===== config.mk =====
export PLATFORM = sky130hd
export DESIGN_NAME = rssa_address
export DESIGN_NICKNAME = d
export VERILOG_FILES = /design/src/rtl/rotate_scale_source_address_defines.svh /design/src/rtl/rssa_pkg.sv /design/src/rtl/rssa_address.sv
export SDC_FILE = /design/constraint.sdc
export NUM_CORES = 1
export LEC_CHECK = 0
export BUFFER_PORTS_ARGS = -buffer_cell sky130_fd_sc_hd__buf_2
export CAP_MARGIN = 20
export CORE_MARGIN = 8
export CORE_UTILIZATION = 30
export DETAILED_ROUTE_END_ITERATION = 12
export PLACE_DENSITY = 0.49
export SLEW_MARGIN = 20
export SYNTH_ARGS = -nofsm -noshare
export SYNTH_HDL_FRONTEND = slang
export SYNTH_SLANG_ARGS = --single-unit
export TNS_END_PERCENT = 10

===== constraint.sdc =====
create_clock -name clock -period 5.25 [get_ports clock]
set_input_delay 0.7875 -clock clock [delete_from_list [all_inputs] [get_ports clock]]
set_output_delay 0.7875 -clock clock [all_outputs]
set_load 0.05 [all_outputs]

===== src/rtl/rotate_scale_source_address_defines.svh =====
// ----------------------------------------------------------------------------
// rotate_scale_source_address assertion macros
// Concurrent assertion wrappers; empty when SYNTH is defined.
// ----------------------------------------------------------------------------
`ifndef ROTATE_SCALE_SOURCE_ADDRESS_DEFINES_SVH
`define ROTATE_SCALE_SOURCE_ADDRESS_DEFINES_SVH
`ifndef SYNTH
`define RSSA_ASSERT_SAME(label, clk, rst, ante, cons, msg) \
   label: assert property (@(posedge clk) disable iff (rst) (ante) |-> (cons)) \
      else $error(msg);
`define RSSA_ASSERT_NEXT(label, clk, rst, ante, cons, msg) \
   label: assert property (@(posedge clk) disable iff (rst) (ante) |=> (cons)) \
      else $error(msg);
`else
`define RSSA_ASSERT_SAME(label, clk, rst, ante, cons, msg)
`define RSSA_ASSERT_NEXT(label, clk, rst, ante, cons, msg)
`endif
`endif


===== src/rtl/rssa_pkg.sv =====
// ----------------------------------------------------------------------------
// rssa_pkg
// Shared types, register map and width helpers for the source address block.
// ----------------------------------------------------------------------------
`timescale 1ns / 1ps

package rssa_pkg;

   localparam int CENTER_W   = 17;
   localparam int TRIG_W     = 16;
   localparam int INV_W      = 17;
   localparam int SIZE_W     = 13;
   localparam int BPP_W      = 3;
   localparam int ADDR_W     = 26;
   localparam int SCALE_FRAC = 16;
   localparam int REG_IDX_W  = 3;
   localparam int CSR_DATA_W = 17;
   localparam int NSTG       = 9;

   typedef enum logic [REG_IDX_W-1:0] {
      REG_CENTER_X    = 3'd0,
      REG_CENTER_Y    = 3'd1,
      REG_COS_Q       = 3'd2,
      REG_SIN_Q       = 3'd3,
      REG_INV_SCALE_Q = 3'd4,
      REG_IMG_WIDTH   = 3'd5,
      REG_IMG_HEIGHT  = 3'd6,
      REG_BPP         = 3'd7
   } reg_idx_type;

   typedef struct packed {
      logic signed [CENTER_W-1:0] center_x;
      logic signed [CENTER_W-1:0] center_y;
      logic signed [TRIG_W-1:0]   cos_q;
      logic signed [TRIG_W-1:0]   sin_q;
      logic [INV_W-1:0]           inv_scale_q;
      logic [SIZE_W-1:0]          img_width;
      logic [SIZE_W-1:0]          img_height;
      logic [BPP_W-1:0]           bytes_per_pixel;
   } cfg_type;

   localparam cfg_type CFG_RESET = '{
      center_x:        17'sd0,
      center_y:        17'sd0,
      cos_q:           16'sd16384,
      sin_q:           16'sd0,
      inv_scale_q:     17'd65536,
      img_width:       13'd1,
      img_height:      13'd1,
      bytes_per_pixel: 3'd3
   };

   // width of the centered offset dest - center
   function automatic int dx_width(int coord_bits);
      return ((coord_bits + 1 > CENTER_W) ? coord_bits + 1 : CENTER_W) + 1;
   endfunction

   // width of (rotated offset) * inv_scale
   function automatic int prod_width(int coord_bits);
      return dx_width(coord_bits) + TRIG_W + 1 + INV_W + 1;
   endfunction

endpackage


===== src/rtl/rssa_address.sv =====
// ----------------------------------------------------------------------------
// rssa_address
// Row times width, add column, times pixel size, output register.
// ----------------------------------------------------------------------------
`timescale 1ns / 1ps

module rssa_address import rssa_pkg::*; #(
   parameter int COORD_BITS = 12
) (
   input  logic                   clock,
   input  logic [2:0]             en,
   input  logic                   in_image,
   input  logic [COORD_BITS-1:0]  src_x,
   input  logic [COORD_BITS-1:0]  src_y,
   input  logic [COORD_BITS-1:0]  row,
   input  logic [COORD_BITS:0]    w_cl,
   input  logic [BPP_W-1:0]       bpp,
   output logic                   out_inside,
   output logic [COORD_BITS-1:0]  out_src_x,
   output logic [COORD_BITS-1:0]  out_src_y,
   output logic [ADDR_W-1:0]      out_addr
);

   localparam int RW_W  = 2 * COORD_BITS + 1;
   localparam int MUL_W = (RW_W + BPP_W > ADDR_W) ? RW_W + BPP_W : ADDR_W;

   logic [RW_W-1:0]       m_in, m_ff, t_in, t_ff;
   logic [MUL_W-1:0]      full_addr;
   logic                  in7_ff, in8_ff, in9_ff;
   logic [COORD_BITS-1:0] sx7_ff, sy7_ff, sx8_ff, sy8_ff;
   logic [COORD_BITS-1:0] sx9_in, sx9_ff, sy9_in, sy9_ff;
   logic [ADDR_W-1:0]     addr_in, addr_ff;

   assign m_in      = RW_W'(row) * RW_W'(w_cl);
   assign t_in      = m_ff + RW_W'(sx7_ff);
   assign full_addr = MUL_W'(t_ff) * MUL_W'(bpp);
   assign addr_in   = in8_ff ? full_addr[ADDR_W-1:0] : '0;
   assign sx9_in    = in8_ff ? sx8_ff : '0;
   assign sy9_in    = in8_ff ? sy8_ff : '0;

   always_ff @(posedge clock) begin
      if (en[0]) begin
         m_ff   <= m_in;
         in7_ff <= in_image;
         sx7_ff <= src_x;
         sy7_ff <= src_y;
      end
      if (en[1]) begin
         t_ff   <= t_in;
         in8_ff <= in7_ff;
         sx8_ff <= sx7_ff;
         sy8_ff <= sy7_ff;
      end
      if (en[2]) begin
         addr_ff <= addr_in;
         in9_ff  <= in8_ff;
         sx9_ff  <= sx9_in;
         sy9_ff  <= sy9_in;
      end
   end

   assign out_inside = in9_ff;
   assign out_src_x  = sx9_ff;
   assign out_src_y  = sy9_ff;
   assign out_addr   = addr_ff;

endmodule


==> run summary <==
Rows - 75
Final wirelength - 27100 µm
Total power - 8.59 mW
Die H - 223 µm
Final core occ - 0.360
Num ports - 108
First-pass GRT wire length - 45600 µm
Register area - 0.00453 mm²
Post-synth EDFFs - 151
Ant. Diodes - 0
Maximum clock rate - 197 MHz
Maximum vdd drop - 0.283 mV
Netlist cell types - 54
Mapped cell area - 0.0128 mm²
Post-synth top area share - 0.354
RSZ-0062 raised after global routing - no
Post-synthesis area per instance - 10.3 µm²
Longest Clk Path Bufs - 2
Final cell count without fillers - 1957
Fill cell count - 4287
Critical path launch point type - primary input
CTS resizes - 0
Dpl cells - 1925
Cell area after layout - 0.0151 mm²
Crit share post-route - 0.966
Die X - 223 µm
Final WS setup - 176 ps
Status - complete, no violations
Setup_tns - 0 ps
Die area - 0.0496 mm²
Final GP Congestion - 0.800
Antenna violations before repair - 0
Top cells by count, synth - 204 x inv_1, 190 x nand2_1, 151 x edfxtp_1
Crit-path cells - buf_2 -> nand2_1 -> fa_1 -> fa_1 -> fa_1 -> inv_1 -> fa_1 -> inv_1 -> fa_1 -> inv_1 -> ha_4 -> and3_1 -> nor2b_1 -> a31oi_2 -> nand3_1 -> a21oi_2 -> mux2i_1 -> o2111ai_1
Synth warn - 0
Largest net degree at the start of global routing - 52
Cells after Synth - 1246
Count of final max-slew check failures - 0
Final Setup Violations - 0
Area occupied by multi-input gates - 0.00742 mm²
Crit-path slowest cell - fa_1
Syn-to-layout area delta - 17.9%
Area after DPL - 0.0145 mm²
P per Cell Area - 568 mW/mm²
Most frequent cell after synthesis - inv_1
#FFs+latches synth - 151
Hold-fix buffers at CTS - 0
Max-slew headroom - 0.534
Post-synthesis sequential area ratio - 0.354
Cell taking the most area after synthesis - edfxtp_1
Minimum clock period - 5070 ps
Proportion of layout cells with a drive suffix above 1 - 0.161
DR pass1 iterations - 4
Via/cell ratio - 4.40
Worst-Margin Slew - 698 ps
Clock tree sinks - 151
Root buffer cell - clkbuf_16
Port Buffer Count - 107
Wire per inst - 13.8 µm
Via count - 8615
Remaining DRCs - 0
Synth Flop Type - edfxtp_1
Post-CTS setup buffers - 0
Setup Skew - 11.0 ps
CTS tree - yes
Initial Util - 0.305
Hold Crit Class - reg -> reg
Worst Path Required - 5420 ps
Skew-Pair Late Insertion Delay - 440 ps
ANT nets after route - 0
Post-Syn Nets - 1537
Violation count after the first detailed-route iteration - 371
CTS buffer count - 17
Layout Nets - 1696
Post-synth ARST share - 0
Setup CP Type - in -> reg
Leakage - 7.07 nW
H-tree depth - 4
Peak per-stage delay on the critical path - 590 ps
Total track usage - 0.112
Final hold vios - 0
Core area - 0.0420 mm²
Worst setup EP type - flop
WHS - 419 ps
Cell mode on critical path - fa_1
Setup Slack @ Placement - -313 ps
Critical Path AT - 5240 ps
Vias in the first global route - 9082
Worst-path clk slew - 60 ps
Max Cap Violations - 0
Grt ovf - 0
Critical Path Fanout Max - 9
Detailed placement HPWL - 22500 µm
Top post-synthesis cells by area - edfxtp_1 35%, fa_1 21%, ha_1 9.7%, inv_1 6.0%, nand2_1 5.6%
[cell type report]
type,instances,share of cell area
tap,539,0.0446
clock buffer,17,0.0281
inverter,205,0.0509
clock inverter,15,0.0123
timing repair buffer,182,0.0735
sequential,151,0.300
multi-input combinational,848,0.491
[flip-flops by register name (all words and copies together) (netlist names)]
signal      count
sx8_ff         12
out_src_x      12
sy8_ff         12
m_ff           25
t_ff           25
in7_ff          1
in8_ff          1
out_addr       26
sy7_ff         12
out_src_y      12
out_inside      1
sx7_ff         12
[path summary, 6_finish.rpt]
check	startpoint	end	slack, ps	cells after the start
setup / recovery	row[3]	m_ff[18]	180	18
hold / removal	sy7_ff[2]	sy8_ff[2]	420	0
setup reg to reg	t_ff[2]	out_addr[18]	1810	13
hold reg to reg	sy7_ff[2]	sy8_ff[2]	420	0
[metal layers]
metal  track usage  share of wire  vias to the layer above  wire length [µm]
li1              -              -                     4353                 -
met1         0.147           0.49                     4139             13200
met2         0.188           0.47                      106             12800
met3        0.0155          0.027                       17               735
met4        0.0389          0.015                        0               399
met5             0              0                        -                 0
[power by group]
group	switching (mW)	internal, mW	total, mW	leakage (nW)
clock network	0.535	0.723	1.26	0.300
logic	2.93	2.44	5.37	5.27
registers	0.131	1.84	1.97	1.50
[critical path, delay by kind of cell]
kind                     cells  cell delay [ps]
buffers and inverters        4              350
multiplexers                 1              200
AO/OA/AOI/OAI                3              490
AND/OR/NAND/NOR              4              550
adder cells (fa/ha/maj)      6             2870
[cells by family (layout without fill, tap and decap cells)]
kind of cell / count (synthesis) / in the layout / synth area share
AOI/OAI and AO/OA: 145 / 145 / 0.0738
xor gates and xnor gates: 55 / 55 / 0.0376
adders and majority gates: 234 / 234 / 0.307
buffers and inverters: 247 / 419 / 0.0725
DFF: 151 / 151 / 0.354
muxes: 4 / 4 / 0.00312
and+or+nand+nor: 410 / 410 / 0.152
[cell usage in the layout (no fill, tap or decap), types with 9 or more instances in the layout]
cell type and instances:
a21o_1 18, a21oi_1 39, and2_1 96, and3_1 9, buf_2 107, buf_4 74
clkbuf_16 17, edfxtp_1 151, fa_1 135, ha_1 96, inv_1 204, nand2_1 190
nand2b_1 12, nand3_1 15, nor2_1 50, nor3_1 13, o21ai_0 26, xnor2_1 35
xor2_1 20
Power figures use the tool's default switching activity.
