--- src/rtl/rotate_scale_source_address_defines.svh ---
// ----------------------------------------------------------------------------
// rotate_scale_source_address assertion macros
// Concurrent assertion wrappers; empty when SYNTH is defined.
// ----------------------------------------------------------------------------
`ifndef ROTATE_SCALE_SOURCE_ADDRESS_DEFINES_SVH
`define ROTATE_SCALE_SOURCE_ADDRESS_DEFINES_SVH
`ifndef SYNTH
`define RSSA_ASSERT_SAME(label, clk, rst, ante, cons, msg) \
   label: assert property (@(posedge clk) disable iff (rst) (ante) |-> (cons)) \
      else $error(msg);
`define RSSA_ASSERT_NEXT(label, clk, rst, ante, cons, msg) \
   label: assert property (@(posedge clk) disable iff (rst) (ante) |=> (cons)) \
      else $error(msg);
`else
`define RSSA_ASSERT_SAME(label, clk, rst, ante, cons, msg)
`define RSSA_ASSERT_NEXT(label, clk, rst, ante, cons, msg)
`endif
`endif

--- src/rtl/rssa_pkg.sv ---
// ----------------------------------------------------------------------------
// rssa_pkg
// Shared types, register map and width helpers for the source address block.
// ----------------------------------------------------------------------------
`timescale 1ns / 1ps

package rssa_pkg;

   localparam int CENTER_W   = 17;
   localparam int TRIG_W     = 16;
   localparam int INV_W      = 17;
   localparam int SIZE_W     = 13;
   localparam int BPP_W      = 3;
   localparam int ADDR_W     = 26;
   localparam int SCALE_FRAC = 16;
   localparam int REG_IDX_W  = 3;
   localparam int CSR_DATA_W = 17;
   localparam int NSTG       = 9;

   typedef enum logic [REG_IDX_W-1:0] {
      REG_CENTER_X    = 3'd0,
      REG_CENTER_Y    = 3'd1,
      REG_COS_Q       = 3'd2,
      REG_SIN_Q       = 3'd3,
      REG_INV_SCALE_Q = 3'd4,
      REG_IMG_WIDTH   = 3'd5,
      REG_IMG_HEIGHT  = 3'd6,
      REG_BPP         = 3'd7
   } reg_idx_type;

   typedef struct packed {
      logic signed [CENTER_W-1:0] center_x;
      logic signed [CENTER_W-1:0] center_y;
      logic signed [TRIG_W-1:0]   cos_q;
      logic signed [TRIG_W-1:0]   sin_q;
      logic [INV_W-1:0]           inv_scale_q;
      logic [SIZE_W-1:0]          img_width;
      logic [SIZE_W-1:0]          img_height;
      logic [BPP_W-1:0]           bytes_per_pixel;
   } cfg_type;

   localparam cfg_type CFG_RESET = '{
      center_x:        17'sd0,
      center_y:        17'sd0,
      cos_q:           16'sd16384,
      sin_q:           16'sd0,
      inv_scale_q:     17'd65536,
      img_width:       13'd1,
      img_height:      13'd1,
      bytes_per_pixel: 3'd3
   };

   // width of the centered offset dest - center
   function automatic int dx_width(int coord_bits);
      return ((coord_bits + 1 > CENTER_W) ? coord_bits + 1 : CENTER_W) + 1;
   endfunction

   // width of (rotated offset) * inv_scale
   function automatic int prod_width(int coord_bits);
      return dx_width(coord_bits) + TRIG_W + 1 + INV_W + 1;
   endfunction

endpackage

--- src/rtl/rssa_locate.sv ---
// ----------------------------------------------------------------------------
// rssa_locate
// Recenter, truncate toward zero, bounds check and flipped row: two stages.
// ----------------------------------------------------------------------------
`timescale 1ns / 1ps

module rssa_locate import rssa_pkg::*; #(
   parameter int COORD_BITS     = 12,
   parameter int TRIG_FRAC_BITS = 14
) (
   input  logic                                     clock,
   input  logic [1:0]                               en,
   input  logic signed [prod_width(COORD_BITS)-1:0] prod_x,
   input  logic signed [prod_width(COORD_BITS)-1:0] prod_y,
   input  logic [COORD_BITS:0]                      w_cl,
   input  logic [COORD_BITS:0]                      h_cl,
   output logic                                     in_image,
   output logic [COORD_BITS-1:0]                    src_x,
   output logic [COORD_BITS-1:0]                    src_y,
   output logic [COORD_BITS-1:0]                    row
);

   localparam int PR_W = prod_width(COORD_BITS);
   localparam int F    = TRIG_FRAC_BITS + SCALE_FRAC;
   localparam int QW   = PR_W - F + 1;
   localparam int SZ_W = COORD_BITS + 1;

   logic signed [QW-1:0]   qx_in, qx_ff, qy_in, qy_ff;
   logic                   fx_in, fx_ff, fy_in, fy_ff;
   logic signed [QW-1:0]   sx_full, sy_full;
   logic [SZ_W-1:0]        row_full;
   logic                   in_in, in_ff;
   logic [COORD_BITS-1:0]  sx_in, sx_ff, sy_in, sy_ff, row_in, row_ff;

   // floor of the integer part plus half size; fraction flag for truncation
   assign qx_in = QW'(prod_x >>> F) + QW'($signed({1'b0, w_cl[SZ_W-1:1]}));
   assign qy_in = QW'(prod_y >>> F) + QW'($signed({1'b0, h_cl[SZ_W-1:1]}));
   assign fx_in = |prod_x[F-1:0];
   assign fy_in = |prod_y[F-1:0];

   assign sx_full = qx_ff + QW'($signed({1'b0, qx_ff[QW-1] & fx_ff}));
   assign sy_full = qy_ff + QW'($signed({1'b0, qy_ff[QW-1] & fy_ff}));

   assign in_in = !sx_full[QW-1] && ($unsigned(sx_full) < QW'(w_cl)) &&
                  !sy_full[QW-1] && ($unsigned(sy_full) < QW'(h_cl));
   assign sx_in = sx_full[COORD_BITS-1:0];
   assign sy_in = sy_full[COORD_BITS-1:0];

   assign row_full = h_cl - SZ_W'(1) - SZ_W'(sy_in);
   assign row_in   = row_full[COORD_BITS-1:0];

   always_ff @(posedge clock) begin
      if (en[0]) begin
         qx_ff <= qx_in;
         qy_ff <= qy_in;
         fx_ff <= fx_in;
         fy_ff <= fy_in;
      end
      if (en[1]) begin
         in_ff  <= in_in;
         sx_ff  <= sx_in;
         sy_ff  <= sy_in;
         row_ff <= row_in;
      end
   end

   assign in_image = in_ff;
   assign src_x    = sx_ff;
   assign src_y    = sy_ff;
   assign row      = row_ff;

endmodule

--- config.mk ---
export PLATFORM = sky130hd
export DESIGN_NAME = rssa_locate
export DESIGN_NICKNAME = d
export VERILOG_FILES = /design/src/rtl/rotate_scale_source_address_defines.svh /design/src/rtl/rssa_pkg.sv /design/src/rtl/rssa_locate.sv
export SDC_FILE = /design/constraint.sdc
export NUM_CORES = 1
export LEC_CHECK = 0
export BUFFER_PORTS_ARGS = -buffer_cell sky130_fd_sc_hd__buf_2
export CAP_MARGIN = 20
export CELL_PAD_IN_SITES_DETAIL_PLACEMENT = 0
export CELL_PAD_IN_SITES_GLOBAL_PLACEMENT = 2
export CORE_MARGIN = 2
export CORE_UTILIZATION = 36
export CTS_CLUSTER_DIAMETER = 150
export DETAILED_ROUTE_END_ITERATION = 16
export GPL_ROUTABILITY_DRIVEN = 1
export GPL_TIMING_DRIVEN = 0
export PLACE_DENSITY = 0.95
export SYNTH_ARGS = -nofsm -noshare
export SYNTH_HDL_FRONTEND = slang
export SYNTH_SLANG_ARGS = --single-unit
--- constraint.sdc ---
create_clock -name clock -period 5.3 [get_ports clock]
set_clock_uncertainty 0.05 [all_clocks]
set_input_delay 1.06 -clock clock [delete_from_list [all_inputs] [get_ports clock]]
set_output_delay 1.06 -clock clock [all_outputs]
set_load 0.01 [all_outputs]
==> results.json, run 1 <==
{
  "grt_max_degree": 51,
  "drv_cap": 0,
  "fin_crit_ns": 3.55,
  "peakVddDrop_mv": 0.153,
  "status": "finished clean",
  "multi_input_comb_area_um2": 3390,
  "tns_ns": 0,
  "rsz0062_at_grt": "no",
  "n_fill_cell": 1606,
  "yosys-top-cells-count": "87 x edfxtp_1, 64 x ha_1, 51 x inv_1, 49 x xnor2_1, 39 x nor2_1",
  "worst-slew-pin-transition_ns": 0.851,
  "crit_chain": "and2_1 -> ha_1 -> nand3_1 -> or2_2 -> nor2_1 -> xor2_1 -> ha_1 -> o21a_1 -> o211ai_1 -> a21oi_1 -> o31ai_1 -> nand3_1 -> nor4_2",
  "num-nets-final": 975,
  "track_usage_pct": 16.1,
  "p_sw_uw": 621,
  "first_global_vias": 5033,
  "ys_seq_elements": 87,
  "power_uw": 2130,
  "finalMaxSlewViolations": 0,
  "postSynth.asyncResetShare_pct": 0,
  "end_kind": "flop",
  "synth.yosys.seq_area_share_pct": 42.2,
  "synth_top_cell_by_area": "edfxtp_1",
  "setup_viol": 0,
  "antenna_found_initial": 1,
  "power_frac_comb_pct": 26.8,
  "hpwlAfterDp_um": 11800,
  "die_h_um": 135,
  "yosys_most_used_dff": "edfxtp_1",
  "start_util_pct": 37.1,
  "synth_top_area_share_pct": 42.2,
  "yosysMostFrequentCell": "edfxtp_1",
  "core_area_um2": 16700,
  "fp.dieArea_um2": 18300,
  "min_period_over_period_pct": 67.0,
  "cts_buffers": 9,
  "io_buffer_count": 171,
  "swShare_pct": 29.1,
  "arrival_ns": 3.67,
  "max-slew-margin-rel_pct": 43.3,
  "gr-total-overflow": 0,
  "finalHoldViolations": 0,
  "required_ns": 5.42,
  "synth_area_um2": 6190,
  "place_area_um2": 7320,
  "cts_setup_buffers": 0,
  "fmax_mhz": 282,
  "cts_tree": "done",
  "cts-hold-fix-buffers": 0,
  "hold_ws_ns": 0.555,
  "synthCells": 590,
  "synthDistinctLibCells": 55,
  "cpMaxStageDelayCell": "ha_1",
  "cts-root-buf": "clkbuf_16",
  "clock-sinks": 87,
  "seq_power_share_pct": 44.3,
  "die-width_um": 135,
  "grt_pass1_wl_um": 23300,
  "critPathKind": "flop to flop",
  "seq_area_um2": 2610,
  "clk_pin_slew_ns": 0.06,
  "synth_nets": 792,
  "drcViolationCount": 0,
  "via_per_inst": 5.08,
  "ys_top_cells_by_area": "edfxtp_1 42%, ha_1 13%, xnor2_1 6.9%",
  "crit_path_start_kind": "flop",
  "place_ws_ns": 1.72,
  "clock_path_buffers": 2,
  "place.gp.congestion": 0.888,
  "drive_gt1_share_pct": 26.5,
  "setup_slack_ns": 1.75,
  "cpPeakStageDelay_ns": 0.37,
  "vias": 5071,
  "drtIter0Drc": 272,
  "p_per_area_nw_per_um2": 279,
  "final_area_um2": 7630,
  "postSynthAreaPerCell_um2": 10.5,
  "clk_latency_ns": 0.34,
  "num_rows": 47,
  "hold_path.class": "flop to flop",
  "wl_um": 14300,
  "post_cts_resized": 0,
  "io_pins": 172,
  "leakage_uw": 0.00334,
  "ys_warn_count": 0,
  "h-tree-depth": 3,
  "synth_edf_count": 87,
  "syn_to_final_growth_pct": 23.2,
  "pwr-share-clk_pct": 28.9,
  "critPathMaxFanout": 6,
  "wire_per_inst_um": 14.3,
  "p_int_uw": 1510,
  "dr.pass1.iters": 4,
  "antenna_left": 0
}
[worst paths after layout]
kind	slack (ns)	from	depth (start not counted)	to
max	1.75	qy_ff[23]$_DFFE_PP_	13	in_image$_DFFE_PP_
min	0.55	qx_ff[0]$_DFFE_PP_	1	src_x[0]$_DFFE_PP_
max reg2reg	1.75	qy_ff[23]$_DFFE_PP_	13	in_image$_DFFE_PP_
min reg2reg	0.55	qx_ff[0]$_DFFE_PP_	1	src_x[0]$_DFFE_PP_
[state kept, by name, summed over array words and instances (netlist names)]
signal and flops:
row 12, in_image 1, fy_ff 1, qy_ff 24
src_y 12, fx_ff 1, qx_ff 24, src_x 12
[cells by family after synthesis]
kind of cell    share of synthesized area, %
compound gates                          12.6
xor+xnor                                9.76
fa+ha+maj                               13.9
buf+inv                                 3.09
flops                                   42.2
mux                                    0.424
simple gates                            18.0
[per-stage QoR]
step,utilization [%],instances
3_5_place_dp,43.9,981
5_1_grt,45.7,999
2_1_floorplan,-,590
3_3_place_gp,43.9,981
6_report,45.7,999
4_1_cts,45.5,997
[metal layers]
layer / part of all wire (%) / global-route usage [%]
met1: 44 / 20.5
met2: 48 / 26.8
met3: 5.6 / 3.48
met4: 2.7 / 6.37
met5: 0 / 0
[power groups by stage]
stage / Sequential (uW) / Combinational (uW) / Clock, uW
2_1_floorplan: 973 / 347 / 0
3_3_place_gp: 954 / 558 / 0
3_5_place_dp: 959 / 572 / 0
4_1_cts: 945 / 577 / 635
5_1_grt: 953 / 651 / 660
6_report: 944 / 571 / 617
[cell usage in the layout, fill, tap and decap left out, types with 3 or more instances in the layout]
master     instances
a211oi_2           3
a31oi_1            7
nor4_1            12
clkbuf_1           3
nand4_2            3
o211ai_1           7
xnor2_1           49
clkbuf_16          9
a211oi_1           6
and2_1             3
fa_1               3
edfxtp_1          87
o21ai_1            7
or2_2              3
nor2_1            39
buf_2            171
nand2_1           30
o21ai_0           14
o21a_1             9
xor2_1            20
nand3_2            3
and3_1            17
nand4_1            8
inv_1             51
a21oi_1           28
nor3_1            17
ha_1              64
and4_1             5
nor2b_1            9
o31ai_1            3
nand2b_1           7
a21o_1            10
nand3_1           33
[worst max-delay path, delay by kind of cell (launching register included)]
family / cells / cell delay, ns
AND/OR/NAND/NOR: 6 / 1.23
AO/OA/AOI/OAI: 4 / 0.85
adder cells (fa/ha/maj): 2 / 0.61
flip-flops: 1 / 0.36
XOR/XNOR: 1 / 0.29
[layout make-up]
type	instances	share of cell area [%]
multi-input combinational	452	44.4
sequential	87	34.2
timing repair buffer	172	11.5
tap	220	3.61
clock buffer	12	3.10
inverter	51	2.51
clock inverter	4	0.607
antenna	1	0.0328
No activity file was read; power rests on OpenSTA's default activity.
==> run 2: changes to the inputs <==
CORE_UTILIZATION = 33   (was 36)
PLACE_DENSITY = 0.88   (was 0.95)
clock period = 3.3 ns   (was 5.3 ns; I/O delays follow)
==> results.json, run 2 (synthesis gave the netlist of run 1 again) <==
{
  "h-tree-depth": 3,
  "min_from": "prod_y[5]",
  "finalMaxSlewViolations": 0,
  "n_fill_cell": 1819,
  "place.gp.congestion": 0.780,
  "reg2reg_to": "in_image$_DFFE_PP_",
  "hpwlAfterDp_um": 11500,
  "min_period_over_period_pct": 95.7,
  "grt_max_degree": 51,
  "fin_util_pct": 41.5,
  "final_area_um2": 7710,
  "first_global_vias": 4677,
  "fin_crit_ns": 3.16,
  "hold_ws_ns": 0.555,
  "die_h_um": 141,
  "crit_path_start_kind": "flop",
  "gr-total-overflow": 0,
  "end_kind": "flop",
  "critPathMaxFanout": 4,
  "antenna_found_initial": 0,
  "reg_top3": "qx_ff x24, qy_ff x24",
  "p_per_area_nw_per_um2": 440,
  "wl_um": 14000,
  "num-nets-final": 978,
  "status": "finished clean",
  "drcViolationCount": 0,
  "wire_per_inst_um": 13.7,
  "setup_viol": 0,
  "hold_path.class": "input port to flop",
  "max-slew-margin-rel_pct": 41.3,
  "drtIter0Drc": 299,
  "clock-sinks": 87,
  "fp.dieArea_um2": 19900,
  "arrival_ns": 3.28,
  "dp_cells": 995,
  "io_buffer_count": 171,
  "min_path_cells": 3,
  "regToRegSetupSlack_ns": 0.14,
  "reg2reg_depth": 13,
  "drive_gt1_share_pct": 28.4,
  "clk_latency_ns": 0.34,
  "die-width_um": 141,
  "grt_pass1_wl_um": 22400,
  "hold_end": "fy_ff$_DFFE_PP_",
  "r2r_start": "qy_ff[23]$_DFFE_PP_",
  "cts_buffers": 9,
  "final_common_cell": "buf_2",
  "cts-root-buf": "clkbuf_16",
  "worst-slew-pin-transition_ns": 0.880,
  "cts_tree": "done",
  "track_usage_pct": 14.0,
  "rsz0062_at_grt": "yes",
  "dr.pass1.iters": 5,
  "layout_common_cells": "171 x buf_2, 87 x edfxtp_1, 59 x ha_1",
  "clk_pin_slew_ns": 0.06,
  "via_per_inst": 4.87,
  "num_rows": 50,
  "antenna_left": 0,
  "critPathKind": "flop to flop",
  "start_util_pct": 33.3,
  "final_cells": 1015,
  "num_antenna_cells": 0,
  "cts-hold-fix-buffers": 0,
  "power_uw": 3390,
  "core_area_um2": 18600,
  "peakVddDrop_mv": 0.185,
  "leakage_uw": 0.00335,
  "vias": 4946,
  "finalHoldViolations": 0,
  "place_area_um2": 7340,
  "drv_cap": 0,
  "fmax_mhz": 317,
  "io_pins": 172,
  "clock_path_buffers": 2,
  "syn_to_final_growth_pct": 24.6,
  "required_ns": 3.42
}
run 2: cell types whose count changed in the layout (fill, tap and decap cells not counted), moves of 2 or more:
| cell | change |
|---|---|
| buf_4 | +3 |
| ha_2 | +3 |
| clkinv_4 | +2 |
| ha_1 | -5 |
| ha_4 | +2 |
| clkbuf_1 | -3 |
run 2: report_power, final:
part	total [uW]	switching (uW)	internal (uW)
Combinational	939	501	438
Sequential	1520	94.9	1420
Clock	936	427	510
Total	3390	1020	2370
run 2: per-stage QoR:
| step | worst slack (ns) | setup TNS, ns |
|---|---|---|
| after floorplan | 0.398 | 0 |
| after global routing | -0.0877 | -0.0877 |
| after CTS | 0.00275 | 0 |
| after detailed placement | -0.308 | -0.308 |
| final | 0.141 | 0 |
| after global placement | -0.253 | -0.253 |
run 2: what timing repair did:
action / CTS / global route
resized for setup: 6 / 7
setup endpoints to repair: 1 / 2
buffers inserted: 2 / 1
hold endpoints to repair: 0 / 0
pin swaps: 2 / 3
run 2: metal layers:
layer,global-route usage (%),up-vias,part of all wire (%)
li1,-,2564,-
met1,18.7,2249,47
met2,23.3,126,47
met3,2.92,7,4.8
met4,3.47,0,0.95
met5,0,-,0
run 2: worst max path at each step:
stage	start	to	slack [ns]	depth (start not counted)
5_1_grt	qy_ff[23]$_DFFE_PP_	in_image$_DFFE_PP_	-0.09	13
3_3_place_gp	fy_ff$_DFFE_PP_	in_image$_DFFE_PP_	-0.25	13
3_5_place_dp	fy_ff$_DFFE_PP_	in_image$_DFFE_PP_	-0.31	13
6_report	qy_ff[23]$_DFFE_PP_	in_image$_DFFE_PP_	0.14	13
2_1_floorplan	qy_ff[23]$_DFFE_PP_	in_image$_DFFE_PP_	0.40	13
4_1_cts	fy_ff$_DFFE_PP_	in_image$_DFFE_PP_	0.003	13
run 2: cell type report:
class                           count  area (um^2)  area share, %
Timing Repair Buffer              175          898           11.6
Clock inverter                      7         47.5          0.616
Sequential cell                    87         2610           33.9
Inverter                           51          191           2.48
Tap cell                          234          293           3.80
Clock buffer                        9          225           2.92
Multi-Input combinational cell    452         3450           44.7
run 2: critical path: stages (launching register included):
cell      delay [ns]
edfxtp_1        0.35
and2_2          0.20
ha_4            0.16
nand3_1         0.14
or2_4           0.28
nor2_1          0.12
xor2_1          0.25
ha_1            0.31
o21a_1          0.20
o211ai_1        0.16
a21oi_1         0.10
o31ai_2         0.27
nand3_1         0.13
nor4_2          0.27
==> run 3: changes to the inputs <==
CORE_ASPECT_RATIO = 0.75   (was default)
CTS_CLUSTER_SIZE = 24   (was default)
PLACE_DENSITY = default   (was 0.88)
PLACE_DENSITY_LB_ADDON = 0.1   (was default)
==> results.json, run 3 (synthesis gave the netlist of run 1 again) <==
{
  "critPathKind": "flop to flop",
  "cts_tree": "done",
  "grt_pass1_wl_um": 24600,
  "crit_path_start_kind": "flop",
  "clk_latency_ns": 0.35,
  "arrival_ns": 3.26,
  "reg_top3": "qx_ff x24, qy_ff x24",
  "r2r_start": "qx_ff[23]$_DFFE_PP_",
  "status": "finished clean",
  "dr.pass1.iters": 5,
  "place_ws_ns": -0.217,
  "clk_pin_slew_ns": 0.06,
  "min_period_over_period_pct": 95.2,
  "io_buffer_count": 171,
  "setup_viol": 0,
  "crit_chain": "and2_2 -> ha_2 -> nand3_1 -> or2_1 -> nor2_1 -> xor2_1 -> ha_1 -> a21o_1 -> a211o_1 -> a21oi_2 -> o211ai_1 -> nor4_2",
  "fin_util_pct": 42.0,
  "reg2reg_to": "in_image$_DFFE_PP_",
  "first_global_vias": 4884,
  "drtIter0Drc": 271,
  "cts_buffers": 9,
  "cts-hold-fix-buffers": 0,
  "drv_cap": 0,
  "n_fill_cell": 1837,
  "crit_start": "qx_ff[23]$_DFFE_PP_",
  "drcViolationCount": 0,
  "peakVddDrop_mv": 0.205,
  "wl_um": 15500,
  "start_util_pct": 33.6,
  "cts-root-buf": "clkbuf_16",
  "leakage_uw": 0.00336,
  "gr-total-overflow": 0,
  "max-slew-margin-rel_pct": 39.7,
  "via_per_inst": 4.86,
  "required_ns": 3.42,
  "fin_crit_ns": 3.14,
  "cpPeakStageDelay_ns": 0.35,
  "clock-sinks": 87,
  "die-width_um": 162,
  "antenna_found_initial": 2,
  "track_usage_pct": 15.9,
  "hold_path.class": "flop to flop",
  "layout_common_cells": "171 x buf_2, 87 x edfxtp_1, 60 x ha_1",
  "crit_end": "in_image$_DFFE_PP_",
  "num_rows": 43,
  "setup_slack_ns": 0.160,
  "place.gp.congestion": 0.794,
  "regToRegSetupSlack_ns": 0.16,
  "final_common_cell": "buf_2",
  "antenna_left": 0,
  "critPathMaxFanout": 4,
  "power_uw": 3380,
  "finalHoldViolations": 0,
  "reg2reg_depth": 12,
  "io_pins": 172,
  "finalMaxSlewViolations": 0,
  "cpMaxStageDelayCell": "edfxtp_1",
  "grt_max_degree": 39,
  "clock_path_buffers": 2,
  "fp.dieArea_um2": 19900,
  "hpwlAfterDp_um": 12600,
  "fmax_mhz": 318,
  "h-tree-depth": 3,
  "vias": 5010,
  "wire_per_inst_um": 15.0,
  "drive_gt1_share_pct": 28.6,
  "end_kind": "flop",
  "num-nets-final": 982,
  "core_area_um2": 18500,
  "die_h_um": 123,
  "p_per_area_nw_per_um2": 436,
  "worst-slew-pin-transition_ns": 0.905,
  "syn_to_final_growth_pct": 25.1
}
## run 3: cell count changes in the layout (fill, tap and decap cells not counted), moves of 2 or more
| cell | delta |
|---|---|
| clkinv_1 | +2 |
| buf_4 | +4 |
| diode_2 | +2 |
| clkinv_4 | -2 |
## run 3: what timing repair did
item	in CTS	in global routing
endpoints found under the setup margin	1	4
gates cloned	0	0
pin swaps	3	5
gates resized for setup	6	10
setup buffers	3	4
## run 3: per-stage QoR
stage	hold slack, ns	cells	instance area (um^2)	setup TNS (ns)
after floorplan	0.498	590	6190	0
after global placement	0.526	1008	7360	-0.232
after detailed placement	0.534	1009	7380	-0.217
after CTS	0.551	1025	7660	0
after global routing	0.580	1030	7750	-0.0274
final	0.566	1031	7750	0
## run 3: worst min path at each step
stage                       startpoint                   to  slack, ns  cells after the start
floorplan           qy_ff[0]$_DFFE_PP_   src_y[0]$_DFFE_PP_       0.50                      1
global placement    qy_ff[0]$_DFFE_PP_   src_y[0]$_DFFE_PP_       0.53                      1
detailed placement  qy_ff[0]$_DFFE_PP_   src_y[0]$_DFFE_PP_       0.53                      1
CTS                 qx_ff[0]$_DFFE_PP_   src_x[0]$_DFFE_PP_       0.55                      1
global route                prod_x[51]  qx_ff[21]$_DFFE_PP_       0.58                      2
finish              qx_ff[0]$_DFFE_PP_   src_x[0]$_DFFE_PP_       0.57                      1
## run 3: metal layers
metal	vias up	GRT usage [%]	wire length, um
met5	-	0	0
met4	0	3.93	184
met3	12	3.85	819
met2	121	22.8	6240
met1	2314	24.0	8230
li1	2563	-	-
## run 3: final cells by class
class,count,area (um^2),share of cell area (%)
repair buffers,179,928,12.0
clock inverters,4,16.3,0.210
multi-input cells,452,3460,44.7
inverters,51,191,2.47
flip-flops and latches,87,2610,33.7
well taps,247,309,3.99
clock buffers,9,225,2.91
diodes,2,5.00,0.0646
## run 3: critical path, delay by kind of cell, from the launching register on
family	cells	cell delay, ns
AOI/OAI and AO/OA	4	0.80
xor gates and xnor gates	1	0.21
adders and majority gates	2	0.51
DFF	1	0.35
and+or+nand+nor	5	1.05
## run 3: power breakdown
group,total [uW],switching [uW],internal [uW]
combinational,976,529,447
clock,882,394,488
sequential,1520,97.1,1420
total,3380,1020,2360
